## config.mk

```make
export PLATFORM = sky130hd
export DESIGN_NAME = soft_timer_bank
export DESIGN_NICKNAME = d
export VERILOG_FILES = /design/src/sv/stbk_pkg.sv /design/src/sv/soft_timer_bank.sv /design/src/sv/stbk_cell.sv
export SDC_FILE = /design/constraint.sdc
export NUM_CORES = 2
export LEC_CHECK = 0
export BUFFER_PORTS_ARGS = -buffer_cell sky130_fd_sc_hd__buf_2
export CORE_ASPECT_RATIO = 1.5
export CORE_MARGIN = 5
export CORE_UTILIZATION = 50
export CTS_BUF_LIST = sky130_fd_sc_hd__clkbuf_2 sky130_fd_sc_hd__clkbuf_4 sky130_fd_sc_hd__clkbuf_8
export DETAILED_ROUTE_END_ITERATION = 8
export MAX_ROUTING_LAYER = met4
export PLACE_DENSITY = 0.69
export SYNTH_ARGS = -nofsm -noshare
export SYNTH_HDL_FRONTEND = slang
export SYNTH_SLANG_ARGS = --single-unit
```

## constraint.sdc

```tcl
create_clock -name aclk -period 9.4 [get_ports aclk]
set_input_delay 0.47 -clock aclk [delete_from_list [all_inputs] [get_ports aclk]]
set_output_delay 0.47 -clock aclk [all_outputs]
set_load 0.05 [all_outputs]
```

## src/sv/stbk_pkg.sv

```systemverilog
// Shared types and constants for the soft timer bank.
package stbk_pkg;

    localparam int S_TDATA_W = 72;
    localparam int S_TUSER_W = 3;
    localparam int M_TDATA_W = 72;

    localparam logic [30:0] RUN_WRAP = 31'h7FFF_FFFF;

    localparam logic [2:0] ACT_TICK       = 3'd0;
    localparam logic [2:0] ACT_START_ONCE = 3'd1;
    localparam logic [2:0] ACT_START_AUTO = 3'd2;
    localparam logic [2:0] ACT_STOP       = 3'd3;
    localparam logic [2:0] ACT_CHECK      = 3'd4;
    localparam logic [2:0] ACT_ELAPSED    = 3'd5;
    localparam logic [2:0] ACT_DELAY      = 3'd6;

    typedef enum logic [2:0] {
        OP_NOP,
        OP_TICK,
        OP_START,
        OP_STOP,
        OP_CHECK
    } cell_op_t;

    // Command token that walks the cell chain.
    typedef struct packed {
        logic        valid;
        cell_op_t    op;
        logic        auto_mode;
        logic [7:0]  id;
        logic [31:0] period;
        logic        hit;
    } tok_t;

    typedef enum logic [1:0] {
        ST_IDLE,
        ST_WALK,
        ST_FINISH
    } stbk_state_t;

endpackage

```

## src/sv/soft_timer_bank.sv

```systemverilog
// Top level of the soft timer bank: request decode, global counters, cell chain.
//
//   channel  dir  payload
//   s_*      in   tuser: action; tdata: timer_id, period, last_time
//   m_*      out  tdata: expired, id_error, run_time, elapsed_ticks, delay_done,
//                 tenth_pulse
//
// The bank holds one request at a time: after acceptance its command token is
// registered and steps through the chain of NUM_TIMERS cells, one per cycle.
// The result waits in an output register; a new request is taken meanwhile.
// If the output register is still full when the token leaves the chain, the
// bank holds until it drains. Reset clears every timer and counter at once.
module soft_timer_bank
    import stbk_pkg::*;
#(
    parameter int NUM_TIMERS   = 8,
    parameter int PULSE_DIVIDE = 10
) (
    input  logic                 aclk,
    input  logic                 aresetn,
    input  logic                 s_tvalid,
    output logic                 s_tready,
    // [70:40] last_time, [39:8] period, [7:0] timer_id
    input  logic [S_TDATA_W-1:0] s_tdata,
    // [2:0] action
    input  logic [S_TUSER_W-1:0] s_tuser,
    output logic                 m_tvalid,
    input  logic                 m_tready,
    // [65] tenth_pulse, [64] delay_done, [63:33] elapsed_ticks, [32:2] run_time,
    // [1] id_error, [0] expired
    output logic [M_TDATA_W-1:0] m_tdata
);

    localparam logic [8:0] NUM_TIMERS_L = 9'(NUM_TIMERS);
    localparam logic [3:0] DIVIDE_L     = 4'(PULSE_DIVIDE);

    logic [2:0]  action;
    logic [7:0]  timer_id;
    logic [31:0] period;
    logic [30:0] last_time;

    assign action    = s_tuser[2:0];
    assign timer_id  = s_tdata[7:0];
    assign period    = s_tdata[39:8];
    assign last_time = s_tdata[70:40];

    stbk_state_t state_reg, state_next;
    logic        accept;
    logic        out_free;
    logic        load_out;

    logic [31:0] delay_count_reg, delay_count_next;
    logic        delay_flag_reg, delay_flag_next;
    logic [30:0] run_reg, run_next;
    logic [3:0]  div_reg, div_next;
    logic [30:0] elapsed_reg, elapsed_next;
    logic        pulse_reg, pulse_next;
    logic        id_err_reg, id_err_next;
    logic        hit_reg;
    tok_t        launch_reg, launch_next;

    logic        needs_id;
    logic        id_err;
    logic [31:0] delay_dec;
    logic [30:0] run_inc;
    logic [3:0]  div_inc;
    logic [31:0] diff;
    logic [30:0] wrap_diff;
    logic        hit_src;

    logic                 m_tvalid_reg;
    logic [M_TDATA_W-1:0] m_tdata_reg;

    tok_t tok [0:NUM_TIMERS];

    assign accept   = s_tvalid && s_tready;
    assign out_free = !m_tvalid_reg || m_tready;

    // Request decode and global counters
    always_comb begin
        needs_id  = (action == ACT_START_ONCE) || (action == ACT_START_AUTO) ||
                    (action == ACT_STOP) || (action == ACT_CHECK);
        id_err    = needs_id && ({1'b0, timer_id} >= NUM_TIMERS_L);
        delay_dec = delay_count_reg - 32'd1;
        run_inc   = run_reg + 31'd1;
        div_inc   = div_reg + 4'd1;
        diff      = {1'b0, run_reg} - {1'b0, last_time};
        wrap_diff = run_reg + ~last_time;

        delay_count_next = delay_count_reg;
        delay_flag_next  = delay_flag_reg;
        run_next         = run_reg;
        div_next         = div_reg;
        elapsed_next     = elapsed_reg;
        pulse_next       = pulse_reg;
        id_err_next      = id_err_reg;

        launch_next           = launch_reg;
        launch_next.valid     = 1'b0;
        launch_next.op        = OP_NOP;
        launch_next.auto_mode = (action == ACT_START_AUTO);
        launch_next.id        = timer_id;
        launch_next.period    = period;
        launch_next.hit       = 1'b0;

        if (accept) begin
            launch_next.valid = 1'b1;
            elapsed_next      = '0;
            pulse_next        = 1'b0;
            id_err_next       = id_err;
            if (!id_err) begin
                case (action) inside
                    ACT_TICK: begin
                        launch_next.op = OP_TICK;
                        if (delay_count_reg != 32'd0) begin
                            delay_count_next = delay_dec;
                            if (delay_dec == 32'd0) begin
                                delay_flag_next = 1'b1;
                            end
                        end
                        run_next = (run_inc == RUN_WRAP) ? 31'd0 : run_inc;
                        if (div_inc >= DIVIDE_L) begin
                            div_next   = 4'd0;
                            pulse_next = 1'b1;
                        end else begin
                            div_next = div_inc;
                        end
                    end
                    ACT_START_ONCE, ACT_START_AUTO: launch_next.op = OP_START;
                    ACT_STOP:  launch_next.op = OP_STOP;
                    ACT_CHECK: launch_next.op = OP_CHECK;
                    ACT_ELAPSED: begin
                        elapsed_next = diff[31] ? wrap_diff : diff[30:0];
                    end
                    ACT_DELAY: begin
                        if (period != 32'd0) begin
                            delay_count_next = (period == 32'd1) ? 32'd2 : period;
                            delay_flag_next  = 1'b0;
                        end
                    end
                    default: ;
                endcase
            end
        end
    end

    // Sequencer: next state
    always_comb begin
        state_next = state_reg;
        unique case (state_reg)
            ST_IDLE: begin
                if (accept) begin
                    state_next = ST_WALK;
                end
            end
            ST_WALK: begin
                if (tok[NUM_TIMERS].valid) begin
                    state_next = out_free ? ST_IDLE : ST_FINISH;
                end
            end
            ST_FINISH: begin
                if (out_free) begin
                    state_next = ST_IDLE;
                end
            end
            default: state_next = ST_IDLE;
        endcase
    end

    // Sequencer: outputs
    always_comb begin
        s_tready = 1'b0;
        load_out = 1'b0;
        hit_src  = hit_reg;
        unique case (state_reg)
            ST_IDLE:   s_tready = 1'b1;
            ST_WALK: begin
                load_out = tok[NUM_TIMERS].valid && out_free;
                hit_src  = tok[NUM_TIMERS].hit;
            end
            ST_FINISH: load_out = out_free;
            default: ;
        endcase
    end

    assign tok[0] = launch_reg;

    for (genvar i = 0; i < NUM_TIMERS; i++) begin : g_cell
        stbk_cell #(
            .CELL_IDX(i)
        ) u_cell (
            .aclk   (aclk),
            .aresetn(aresetn),
            .tok_in (tok[i]),
            .tok_out(tok[i+1])
        );
    end

    always_ff @(posedge aclk) begin
        if (!aresetn) begin
            state_reg        <= ST_IDLE;
            delay_count_reg  <= '0;
            delay_flag_reg   <= 1'b0;
            run_reg          <= '0;
            div_reg          <= '0;
            launch_reg.valid <= 1'b0;
            m_tvalid_reg     <= 1'b0;
        end else begin
            state_reg       <= state_next;
            delay_count_reg <= delay_count_next;
            delay_flag_reg  <= delay_flag_next;
            run_reg         <= run_next;
            div_reg         <= div_next;
            launch_reg      <= launch_next;
            if (load_out) begin
                m_tvalid_reg <= 1'b1;
            end else if (m_tready) begin
                m_tvalid_reg <= 1'b0;
            end
        end
    end

    always_ff @(posedge aclk) begin
        elapsed_reg <= elapsed_next;
        pulse_reg   <= pulse_next;
        id_err_reg  <= id_err_next;
        if (state_reg == ST_WALK && tok[NUM_TIMERS].valid) begin
            hit_reg <= tok[NUM_TIMERS].hit;
        end
        if (load_out) begin
            m_tdata_reg <= {6'd0, pulse_reg, delay_flag_reg, elapsed_reg, run_reg,
                            id_err_reg, hit_src};
        end
    end

    assign m_tvalid = m_tvalid_reg;
    assign m_tdata  = m_tdata_reg;

endmodule

```

## src/sv/stbk_cell.sv

```systemverilog
// One timer slot of the chain: count, reload, expired flag and mode.
module stbk_cell
    import stbk_pkg::*;
#(
    parameter int CELL_IDX = 0
) (
    input  logic aclk,
    input  logic aresetn,
    input  tok_t tok_in,
    output tok_t tok_out
);

    logic [31:0] count_reg, count_next;
    logic [31:0] reload_reg, reload_next;
    logic        flag_reg, flag_next;
    logic        auto_reg, auto_next;
    tok_t        tok_reg, tok_next;
    logic        match;
    logic [31:0] dec;

    assign match = (tok_in.id == 8'(CELL_IDX));
    assign dec   = count_reg - 32'd1;

    always_comb begin
        count_next  = count_reg;
        reload_next = reload_reg;
        flag_next   = flag_reg;
        auto_next   = auto_reg;
        tok_next    = tok_in;
        if (tok_in.valid) begin
            case (tok_in.op)
                OP_TICK: begin
                    if (count_reg != 32'd0) begin
                        count_next = dec;
                        if (dec == 32'd0) begin
                            flag_next = 1'b1;
                            if (auto_reg) begin
                                count_next = reload_reg;
                            end
                        end
                    end
                end
                OP_START: begin
                    if (match) begin
                        count_next  = tok_in.period;
                        reload_next = tok_in.period;
                        flag_next   = 1'b0;
                        auto_next   = tok_in.auto_mode;
                    end
                end
                OP_STOP: begin
                    if (match) begin
                        count_next = 32'd0;
                        flag_next  = 1'b0;
                        auto_next  = 1'b0;
                    end
                end
                OP_CHECK: begin
                    if (match) begin
                        tok_next.hit = tok_in.hit | flag_reg;
                        flag_next    = 1'b0;
                    end
                end
                default: ;
            endcase
        end
    end

    always_ff @(posedge aclk) begin
        if (!aresetn) begin
            count_reg     <= '0;
            reload_reg    <= '0;
            flag_reg      <= 1'b0;
            auto_reg      <= 1'b0;
            tok_reg.valid <= 1'b0;
        end else begin
            count_reg  <= count_next;
            reload_reg <= reload_next;
            flag_reg   <= flag_next;
            auto_reg   <= auto_next;
            tok_reg    <= tok_next;
        end
    end

    assign tok_out = tok_reg;

endmodule

```

==> metrics.md <==
| Metric | Value |
|---|---|
| Setup Skew | 39.3 ps |
| Fin cells | 7413 |
| DIE HEIGHT | 405 um |
| Routability congestion estimate | 1.01 |
| Crit start category | register |
| Post-Route WL | 154000 um |
| Hold-fix buffers, CTS | 45 |
| Synth async-reset ratio | 0% |
| CP Launch Point | run_reg[1] |
| Final Cell Area | 57500 um2 |
| Final hold slack | 152 ps |
| Mean Syn Cell Area | 8.86 um2 |
| FP Rows | 144 |
| F_max | 195 MHz |
| Initial Util | 50.4% |
| Yosys reg bits | 1068 |
| Crit Path Class | register to register |
| Leak | 0.0205 uW |
| Post-synth EDFFs | 460 |
| Syn Inst Count | 5855 |
| Core Footprint | 103000 um2 |
| CTS tree | done |
| Total CTS buffers | 161 |
| WL/cell | 20.8 um |
| Hold Path Class | input port to register |
| Post-layout min period | 5130 ps |
| Vias in the first global route | 42600 |
| Total gr overflow | 0 |
| Post-DP Area | 53600 um2 |
| R2R setup slack | 4270 ps |
| Die ar. | 110000 um2 |
| Warnings from Yosys | 0 |
| Max Slew Vio Count | 0 |
| Share of layout cells above drive strength 1 | 9.63% |
| Worst reg2reg startpoint | run_reg[1] |
| Seq/Total Area, Yosys | 50.1% |
| Pre-antenna DRT Iters | 6 |
| Drt first-iter violations | 3622 |
| Die width | 273 um |
| Num ports | 153 |
| RSZ-0062 raised after global routing | false |
| Port Buffers | 145 |
| Largest net degree at the start of global routing | 173 |
| Hold path cells | 1 |
| First-pass GRT wire length | 237000 um |
| CTS Sinks | 1068 |
| Sequential Area | 26000 um2 |
| Clk buf depth | 3 |
| Top FF cell, synth | dfxtp_1 |
| CP Data Arrival Time | 5880 ps |
| Average vias per placed instance | 6.00 |
| GRT Overall Usage | 27.6% |
| Setup bufs post-CTS | 0 |
| Initial antenna violation count | 4 |
| Synth cell types | 90 |
| Worst IR drop on VDD | 0.000140 V |
| Antenna violation net count after detailed routing | 0 |
| Critical Path End Type | register |
| Largest register FFs | 324 |
| Required @ worst endpoint | 10150 ps |
| Outcome | finished, final reports clean |
| Post_cts resized | 0 |
| Commonest non-fill, non-tap cell in the layout | a21oi_1 |
| R2r endpoint | run_reg[30] |
| Post-DP HPWL | 106000 um |
| Fin. Hold Viols | 0 |
| Via count | 44500 |
| Nets | 6032 |
| Final period util | 54.5% |
| PD cells | 173 nW/um2 |
| Max capacitance violation total | 0 |
| Area grow syn2layout | 10.8% |
| DRC Markers | 0 |
| Area of the multi-input gates | 24000 um2 |
| Clock Latency Late Sink | 870 ps |
| Fillers | 9358 |
| Clock-pin slew on the worst setup and hold paths | 70 ps |
| Most frequent cells in the layout | a21oi_1, nand2_1, dfxtp_1 |
| Htree depth | 4 |
| Dpl cells | 7066 |
| Setup TNS | 0 ps |
| CTS root buffer | clkbuf_8 |
| Worst R2R Path Depth | 10 |
| Final setup violation count | 0 |
| Netlist Area Pre-Place | 51900 um2 |
| Setup crit end | run_reg[30] |
| CP Max Fanout | 16 |
| Worst slew slack as a fraction of its limit | 18.1% |
| Worst Tran Pin Value | 1230 ps |
synth_stat cells, types with 28 or more instances:
cell type	instances	area (um2)
a21oi_1	843	4220
nand4_1	80	500
nor2_1	360	1350
o21ai_0	418	2090
o211ai_1	50	375
or4_1	53	398
o31ai_1	29	218
a211oi_1	38	285
nand2_1	820	3080
xnor2_1	158	1380
nand2b_1	69	432
nor3_1	174	871
inv_1	149	559
edfxtp_1	460	13800
a21o_1	28	210
ha_1	64	801
nand3_1	162	811
and3_1	41	257
and2_1	29	181
nor2b_1	28	175
dfxtp_1	608	12200
or3_1	58	363
clkbuf_1	361	1360
xor2_1	98	858
a31oi_1	124	776
nand3b_1	53	398
nor3b_1	37	278
nor4_1	110	688
final cells by class:
type	instances	share of cell area, %
Antenna cell	3	0.0131
Clock buffer	235	5.07
Clock inverter	64	0.905
Inverter	152	1.01
Multi-Input combinational cell	4244	41.8
Sequential cell	1068	45.2
Tap cell	1387	3.02
Timing Repair Buffer	260	3.02
routing by layer:
| layer | GRT usage [%] | share of wire, % | up-vias |
|---|---|---|---|
| met4 | 17.1 | 7.0 | 0 |
| li1 | - | - | 21300 |
| met5 | - | 0 | - |
| met1 | 28.5 | 36 | 21200 |
| met3 | 3.98 | 4.4 | 531 |
| met2 | 49.4 | 53 | 1392 |
cells by family after synthesis:
group	after synthesis	synth area share, %
AOI/OAI and AO/OA	1709	18.7
xor gates and xnor gates	256	4.32
adders and majority gates	66	1.62
buffers and inverters	548	4.09
DFF	1068	50.1
muxes	17	0.337
other	1	0.00723
and+or+nand+nor	2190	20.8
report_power, final:
part | switching [uW] | internal, uW
combinational | 497 | 260
clock | 1870 | 2200
sequential | 140 | 4980
how the worst min path moves through the flow:
stage	startpoint	to	slack [ps]
final	aresetn	g_cell[1].u_cell.tok_out[8]	150
after global routing	aresetn	g_cell[1].u_cell.tok_out[8]	130
after CTS	s_tdata[40]	elapsed_reg[0]	90
after detailed placement	elapsed_reg[2]	m_tdata[35]	400
after global placement	pulse_reg	m_tdata[65]	400
after floorplan	id_err_reg	m_tdata[1]	400
critical path, cell delays in order (launching register included):
cell	delay (ps)
dfxtp_1	570
ha_1	460
inv_1	160
nor4_1	890
nor4b_1	560
xnor2_1	130
nor4_1	390
nand4bb_1	740
nand2_1	810
nor3_1	120
o21a_1	190
metrics by stage:
stage	setup WS, ps	utilization, %	power [uW]
floorplan	5340	-	5660
global placement	4390	52.1	5940
detailed placement	4370	52.1	5950
CTS	4380	55.9	10000
global route	4040	55.9	10300
finish	4270	55.9	9950
Note: power is estimated with default switching activity, not from simulation.
